==> config.mk <==
export PLATFORM = sky130hd
export DESIGN_NAME = lcd_line_and_mode_timing
export DESIGN_NICKNAME = d
export VERILOG_FILES = /design/src/hdl/lmt_pkg.sv /design/src/hdl/lmt_step.sv /design/src/hdl/lcd_line_and_mode_timing.sv
export SDC_FILE = /design/constraint.sdc
export NUM_CORES = 1
export LEC_CHECK = 0
export ABC_CLOCK_PERIOD_IN_PS = 3850
export BUFFER_PORTS_ARGS = -buffer_cell sky130_fd_sc_hd__buf_4
export CAP_MARGIN = 30
export CORE_MARGIN = 2
export CORE_UTILIZATION = 30
export CTS_CLUSTER_SIZE = 40
export DETAILED_ROUTE_END_ITERATION = 8
export PLACE_DENSITY_LB_ADDON = 0.25
export RECOVER_POWER = 25
export SETUP_SLACK_MARGIN = 0.2
export SKIP_LAST_GASP = 1
export SYNTH_ARGS = -nofsm -noshare
export SYNTH_HDL_FRONTEND = slang
export SYNTH_SLANG_ARGS = --single-unit
==> constraint.sdc <==
create_clock -name clk -period 3.85 [get_ports clk]
set_clock_uncertainty 0.2 [all_clocks]
set_input_delay 0 -clock clk [delete_from_list [all_inputs] [get_ports clk]]
set_output_delay 0 -clock clk [all_outputs]
set_load 0.005 [all_outputs]
==> src/hdl/lmt_pkg.sv <==
// Shared types, mode codes and default timing constants for the LCD line and mode timing block.
package lmt_pkg;

  localparam int LINE_CYCLES_DEF     = 456;
  localparam int OAM_CYCLES_DEF      = 80;
  localparam int TRANSFER_CYCLES_DEF = 172;
  localparam int VISIBLE_LINES_DEF   = 144;
  localparam int LAST_LINE_DEF       = 153;

  localparam int CountW = 10;

  // Bit positions in irq_enable_bits
  localparam int EN_HBLANK = 0;
  localparam int EN_VBLANK = 1;
  localparam int EN_OAM    = 2;
  localparam int EN_COINC  = 3;

  typedef enum logic [1:0] {
    MODE_HBLANK   = 2'd0,
    MODE_VBLANK   = 2'd1,
    MODE_OAM      = 2'd2,
    MODE_TRANSFER = 2'd3
  } mode_t;

  typedef struct packed {
    logic [7:0] cycles;
    logic       lcd_enable;
    logic [7:0] line_compare;
    logic [3:0] irq_enable_bits;
  } item_t;

  typedef struct packed {
    logic [7:0] line_number;
    logic [1:0] lcd_mode;
    logic       coincidence_flag;
    logic       stat_irq;
    logic       vblank_irq;
    logic       draw_line;
    logic [7:0] draw_line_index;
  } result_t;

  typedef struct packed {
    logic signed [CountW-1:0] countdown;
    logic [7:0]               line;
    mode_t                    mode;
    logic                     coinc;
  } timing_state_t;

endpackage

==> src/hdl/lmt_step.sv <==
// Next-state and result logic for one timing step.
module lmt_step import lmt_pkg::*; #(
  parameter int LINE_CYCLES     = LINE_CYCLES_DEF,
  parameter int OAM_CYCLES      = OAM_CYCLES_DEF,
  parameter int TRANSFER_CYCLES = TRANSFER_CYCLES_DEF,
  parameter int VISIBLE_LINES   = VISIBLE_LINES_DEF,
  parameter int LAST_LINE       = LAST_LINE_DEF
) (
  input  item_t         item,
  input  timing_state_t cur,
  output timing_state_t nxt,
  output result_t       res
);

  localparam logic signed [CountW:0] LineCnt   = (CountW+1)'(LINE_CYCLES);
  localparam logic signed [CountW:0] BoundOam  = (CountW+1)'(LINE_CYCLES - OAM_CYCLES);
  localparam logic signed [CountW:0] BoundXfer =
    (CountW+1)'(LINE_CYCLES - OAM_CYCLES - TRANSFER_CYCLES);
  localparam logic [7:0] VisLine  = 8'(VISIBLE_LINES);
  localparam logic [7:0] LastLine = 8'(LAST_LINE);

  logic signed [CountW:0] cd_sub;
  logic signed [CountW:0] cd_reload;
  mode_t                  mode;
  logic                   want_irq;
  logic                   line_match;
  logic [7:0]             line_inc;

  always_comb begin
    cd_sub    = $signed({cur.countdown[CountW-1], cur.countdown})
              - $signed({3'b000, item.cycles});
    cd_reload = cd_sub + LineCnt;
    line_inc  = cur.line + 8'd1;
    line_match = (cur.line == item.line_compare);

    // mode comes from the line held before any advance
    if (cur.line >= VisLine) begin
      mode     = MODE_VBLANK;
      want_irq = item.irq_enable_bits[EN_VBLANK];
    end else if (cd_sub > BoundOam) begin
      mode     = MODE_OAM;
      want_irq = item.irq_enable_bits[EN_OAM];
    end else if (cd_sub > BoundXfer) begin
      mode     = MODE_TRANSFER;
      want_irq = 1'b0;
    end else begin
      mode     = MODE_HBLANK;
      want_irq = item.irq_enable_bits[EN_HBLANK];
    end

    nxt = cur;
    res = '0;

    if (!item.lcd_enable) begin
      nxt.countdown        = LineCnt[CountW-1:0];
      nxt.line             = 8'd0;
      nxt.mode             = MODE_VBLANK;
      res.line_number      = 8'd0;
      res.lcd_mode         = MODE_VBLANK;
      res.coincidence_flag = cur.coinc;
    end else begin
      nxt.mode  = mode;
      nxt.coinc = line_match;
      nxt.countdown = cd_sub[CountW-1:0];
      nxt.line  = cur.line;

      res.stat_irq = (want_irq && (cur.mode != mode))
                   || (line_match && item.irq_enable_bits[EN_COINC]);

      if ((mode == MODE_HBLANK) && (cur.mode != mode) && (cur.line < VisLine)) begin
        res.draw_line       = 1'b1;
        res.draw_line_index = cur.line;
      end

      // line done: advance and keep the excess
      if (cd_sub[CountW] || (cd_sub == '0)) begin
        nxt.countdown = cd_reload[CountW-1:0];
        if (line_inc == VisLine) begin
          nxt.line       = line_inc;
          res.vblank_irq = 1'b1;
        end else if (line_inc > LastLine) begin
          nxt.line = 8'd0;
        end else begin
          nxt.line = line_inc;
        end
      end

      res.line_number      = nxt.line;
      res.lcd_mode         = mode;
      res.coincidence_flag = line_match;
    end
  end

endmodule

==> src/hdl/lcd_line_and_mode_timing.sv <==
// Top level: input register, timing state, step logic and result register.
//
// LCD line and mode timing. Each beat on the item channel carries the cycles
// elapsed since the last beat, the display enable bit, the LY compare value
// and the four STAT interrupt enables. Each item yields exactly one beat on
// the result channel: LY after the step, the mode, the coincidence flag, the
// STAT and vblank interrupt pulses and the draw-line pulse with its line.
// Both channels use valid/ready; a beat moves when both are high.
// An accepted item is taken into the input register, passes through the step
// logic and is then captured by the result register, which raises result_valid.
// Throughput: one item per cycle while the receiver takes results; the only loop
// is the update of the line countdown, line, mode and coincidence registers.
// Reset (rst, synchronous) empties both registers and loads the countdown
// with LINE_CYCLES, line 0, mode hblank and a clear coincidence bit.
// When the receiver stalls, the result register holds, the input register
// keeps its item, and item_ready drops once both are full; no beat is lost.
module lcd_line_and_mode_timing import lmt_pkg::*; #(
  parameter int LINE_CYCLES     = LINE_CYCLES_DEF,
  parameter int OAM_CYCLES      = OAM_CYCLES_DEF,
  parameter int TRANSFER_CYCLES = TRANSFER_CYCLES_DEF,
  parameter int VISIBLE_LINES   = VISIBLE_LINES_DEF,
  parameter int LAST_LINE       = LAST_LINE_DEF
) (
  input  logic    clk,
  input  logic    rst,
  input  logic    item_valid,
  output logic    item_ready,
  input  item_t   item,
  output logic    result_valid,
  input  logic    result_ready,
  output result_t result
);

  logic          held_valid;
  item_t         held;
  logic          advance;
  timing_state_t state;
  timing_state_t state_next;
  result_t       step_res;

  assign advance    = !result_valid || result_ready;
  assign item_ready = !held_valid || advance;

  lmt_step #(
    .LINE_CYCLES     (LINE_CYCLES),
    .OAM_CYCLES      (OAM_CYCLES),
    .TRANSFER_CYCLES (TRANSFER_CYCLES),
    .VISIBLE_LINES   (VISIBLE_LINES),
    .LAST_LINE       (LAST_LINE)
  ) u_step (
    .item (held),
    .cur  (state),
    .nxt  (state_next),
    .res  (step_res)
  );

  always_ff @(posedge clk) begin
    if (rst) begin
      held_valid <= 1'b0;
    end else if (item_ready) begin
      held_valid <= item_valid;
    end
    if (item_ready && item_valid) begin
      held <= item;
    end
  end

  always_ff @(posedge clk) begin
    if (rst) begin
      state.countdown <= CountW'(LINE_CYCLES);
      state.line      <= 8'd0;
      state.mode      <= MODE_HBLANK;
      state.coinc     <= 1'b0;
      result_valid    <= 1'b0;
    end else if (advance) begin
      result_valid <= held_valid;
      if (held_valid) begin
        state <= state_next;
      end
    end
  end

  always_ff @(posedge clk) begin
    if (advance && held_valid) begin
      result <= step_res;
    end
  end

  // Countdown is reloaded on every underflow, so it stays positive.
  assert property (@(posedge clk) disable iff (rst)
    (state.countdown > 0) && (state.countdown <= CountW'(LINE_CYCLES)))
    else $error("line countdown out of range");

  assert property (@(posedge clk) disable iff (rst)
    state.line <= 8'(LAST_LINE))
    else $error("line counter past last line");

  assert property (@(posedge clk) disable iff (rst)
    result_valid && result.draw_line |->
      (result.lcd_mode == MODE_HBLANK) && (result.draw_line_index < 8'(VISIBLE_LINES)))
    else $error("draw pulse outside visible hblank");

  assert property (@(posedge clk) disable iff (rst)
    result_valid && result.vblank_irq |-> (result.line_number == 8'(VISIBLE_LINES)))
    else $error("vblank interrupt on wrong line");

  assert property (@(posedge clk) disable iff (rst)
    held_valid && advance |=> result_valid)
    else $error("held item did not reach result register");

endmodule

==> results.cfg <==
[setup_path]
cp_max_fo = 16
start_kind = flop
critPathCaptureType = flop
r2r_end = state[19]$_SDFFE_PP1P_
path_class = flop to flop
rr_worst_depth = 12
r2r-start = state[11]$_SDFFE_PP0P_
arrival_ps = 3480
worst-r2r-setup-slack_ps = 360
cp_data_required_time_ps = 3840

[yosys]
synth_top_family_by_area = compound AO/OA/AOI/OAI gates
synth_xor_area_frac = 0.0443
ys_ff_latch = 66
muxShareOfSynthArea = 0.00965
ys_warn_count = 0
avgSynthCellArea_sq_um = 9.89
synth-simple-area-share = 0.177
synth-adder-area-share = 0.0486
synthArstFlopShare = 0
synth_area_sq_um = 3760
synth_fp_nets = 419
synth.yosys.seq_area_share = 0.466
yosysUniqueCellTypes = 69
synth-compound-area-share = 0.209
synth_cells = 380
synth_ff_type = edfxtp_1
synth_edf_count = 43

[global_route]
grt_pass1_vias = 3010
overflow = 0
grt_usage = 0.144
antenna_found_initial = 0
grt_max_degree = 33
grt_pass1_wl_microns = 14800

[finish]
fill_cells = 1219
drive_gt1_frac = 0.184
area_delta_synth_final_pct = 30.9
seq_area_sq_um = 1750
nets = 491
antennaDiodeCount = 0
multi_input_area_sq_um = 1860

[cts]
insertion_delay_ps = 340
htreeDepth = 3
clock-root-buffer = clkbuf_16
numCtsBuffers = 9
clock-sinks = 66
clock_tree.buffer_depth = 2
path_clk_slew_ps = 50
cts_tree = done

[drt]
routed.top_layer = met4
routed_wl_microns = 9270
wl_per_cell_microns = 14.8
vias_per_cell = 4.99
wl_met3_microns = 396
num_vias = 3121
drt_iter0_markers = 155
first_pass_iters = 4
drc = 0
antenna_left = 0
wl_met1_microns = 4190
met2_length_microns = 4480

[min_path]
hold_depth = 2
hp-class = primary input to flop
worstHoldStart = item[16]
worstHoldEndpoint = held[16]$_DFFE_PP_

[timing]
tns_ps = 0
worst_slew_pin_slew_ps = 761
fin_crit_ps = 3490
setup_slack_ps = 360
final_hold_viol_count = 0
clock.fmax_mhz = 287
rsz0062_at_grt = yes
finalSetupViolCount = 0
max_slew_margin = 0.491
period_share = 0.906
holdWs_ps = 195
maxSlewViolCount = 0

[status]
status = finished, final reports clean

[placement]
numPortBuffers = 48
place.gp.congestion = 0.854
place_ws_ps = 294
hpwl_microns = 6290

[job]
max_cap_violations = 0

[floorplan]
die-height_microns = 116
ioPinCount = 49
core_area_sq_um = 12100
placementRows = 40
die_area_sq_um = 13400
dieWidth_microns = 116
initial_core_util = 0.310

[power_and_ir_drop]
power.share.clock = 0.458
cellInternalPower_uw = 1560
switchingPower_uw = 497
powerDensity_nw_per_um2 = 418
seqPwrFrac = 0.390
swShare = 0.241
combPwrFrac = 0.153
p_leak_uw = 0.00184
vdd_ir_drop_max_uv = 338
routing by layer:
| metal | track usage | vias up |
|---|---|---|
| met5 | 0 | - |
| met4 | 0.0627 | 0 |
| met3 | 0.0460 | 16 |
| met2 | 0.227 | 77 |
| met1 | 0.181 | 1466 |
| li1 | - | 1562 |
power by group through the flow:
stage	registers [uW]	logic (uW)	clock network, uW
2_1_floorplan	815	192	0
3_3_place_gp	817	284	0
3_5_place_dp	817	288	0
4_1_cts	803	311	965
5_1_grt	805	348	996
6_report	802	315	942
cell usage in the layout (no fill, tap or decap), drive strengths merged, types with 3 or more instances in the layout:
cell / netlist / layout
dfxtp: 23 / 23
o21a: 5 / 5
a21oi: 24 / 24
edfxtp: 43 / 43
nor3: 5 / 5
nor4b: 3 / 3
nand4: 4 / 4
inv: 18 / 19
a21boi: 9 / 9
clkbuf: 16 / 42
nor2b: 7 / 7
nor2: 30 / 30
nand2: 26 / 26
nand3: 19 / 19
nand2b: 6 / 6
nor4: 5 / 5
and3: 4 / 4
o211ai: 3 / 3
and2: 9 / 9
a21o: 5 / 5
dlygate4sd3: 0 / 27
a211oi: 10 / 10
bufinv: 0 / 3
a31oi: 8 / 8
xor2: 3 / 3
ha: 13 / 13
buf: 6 / 23
a22oi: 4 / 4
o21ai: 14 / 14
o31ai: 5 / 5
xnor2: 16 / 16
flip-flops by register name (all words and copies together), names as in the netlist:
name,flops
result_valid,1
result,22
held_valid,1
held,21
state,21
repair_timing:
action / CTS / global route
endpoints found under the setup margin: 0 / 9
hold endpoints to repair: 36 / 0
hold buffers: 27 / 0
gates resized for setup: 0 / 4
setup buffers: 0 / 0
how the worst max path moves through the flow:
stage | start | end | slack, ps | cells after the start
after floorplan | state[11]$_SDFFE_PP0P_ | result[10]$_SDFFCE_PN0P_ | 410 | 13
after global placement | state[11]$_SDFFE_PP0P_ | result[10]$_SDFFCE_PN0P_ | 370 | 13
after detailed placement | state[11]$_SDFFE_PP0P_ | result[10]$_SDFFCE_PN0P_ | 290 | 13
after CTS | state[11]$_SDFFE_PP0P_ | result[10]$_SDFFCE_PN0P_ | 280 | 13
after global routing | state[11]$_SDFFE_PP0P_ | result[20]$_SDFFCE_PN0P_ | 140 | 14
final | state[11]$_SDFFE_PP0P_ | state[19]$_SDFFE_PP1P_ | 360 | 12
cell usage after synthesis, types with 2 or more instances:
cell type	n	area, sq um
o311a_1	2	20.0
inv_1	18	67.6
nor4b_1	3	26.3
buf_2	2	10.0
o21ai_0	11	55.1
edfxtp_1	43	1290
o211ai_1	3	22.5
nand4_1	4	25.0
and3_1	4	25.0
and2_1	8	50.1
or3_1	2	12.5
o21a_1	5	37.5
a21boi_0	8	60.1
dfxtp_1	23	460
nand2_1	26	97.6
buf_1	2	7.51
a22o_1	2	17.5
nor3_1	4	20.0
nand3b_1	2	15.0
a211oi_1	10	75.1
ha_1	13	163
a21oi_1	23	115
o21ai_1	3	15.0
o31ai_1	5	37.5
o21bai_1	2	15.0
nand2b_1	6	37.5
a22oi_1	4	30.0
a31oi_1	8	50.1
nor2_1	30	113
a32o_1	2	20.0
o211a_1	2	20.0
xnor2_1	16	140
clkbuf_1	15	56.3
nor4_1	4	25.0
nor2b_1	7	43.8
a21o_1	5	37.5
nand3_1	19	95.1
xor2_1	3	26.3
cells by family after synthesis:
kind of cell / count (synthesis)
buffers and inverters: 40
AO/OA/AOI/OAI: 111
multiplexers: 3
XOR/XNOR: 19
flip-flops: 66
AND/OR/NAND/NOR: 127
adder cells (fa/ha/maj): 14
stage by stage:
stage / util / std cells / instance area, sq um / total power, uW
2_1_floorplan: - / 380 / 3760 / 1010
3_3_place_gp: 0.353 / 581 / 4280 / 1100
3_5_place_dp: 0.353 / 581 / 4280 / 1100
4_1_cts: 0.404 / 624 / 4890 / 2080
5_1_grt: 0.406 / 625 / 4920 / 2150
6_report: 0.406 / 625 / 4920 / 2060
worst max-delay path, cell delays in order, from the launching register on:
cell,delay (ps)
dfxtp_1,300
inv_1,50
ha_1,140
inv_1,50
fa_1,410
a211oi_2,310
o211ai_1,160
o21a_1,190
nor3_1,270
o2111ai_2,320
and2_4,340
a2111oi_0,490
a211oi_1,100
cell type report:
class | instances | area share
Clock buffer | 9 | 0.0458
Clock inverter | 7 | 0.0236
Inverter | 18 | 0.0137
Multi-Input combinational cell | 274 | 0.377
Sequential cell | 66 | 0.356
Tap cell | 168 | 0.0427
Timing Repair Buffer | 83 | 0.141
(Power assumes the default switching activity.)
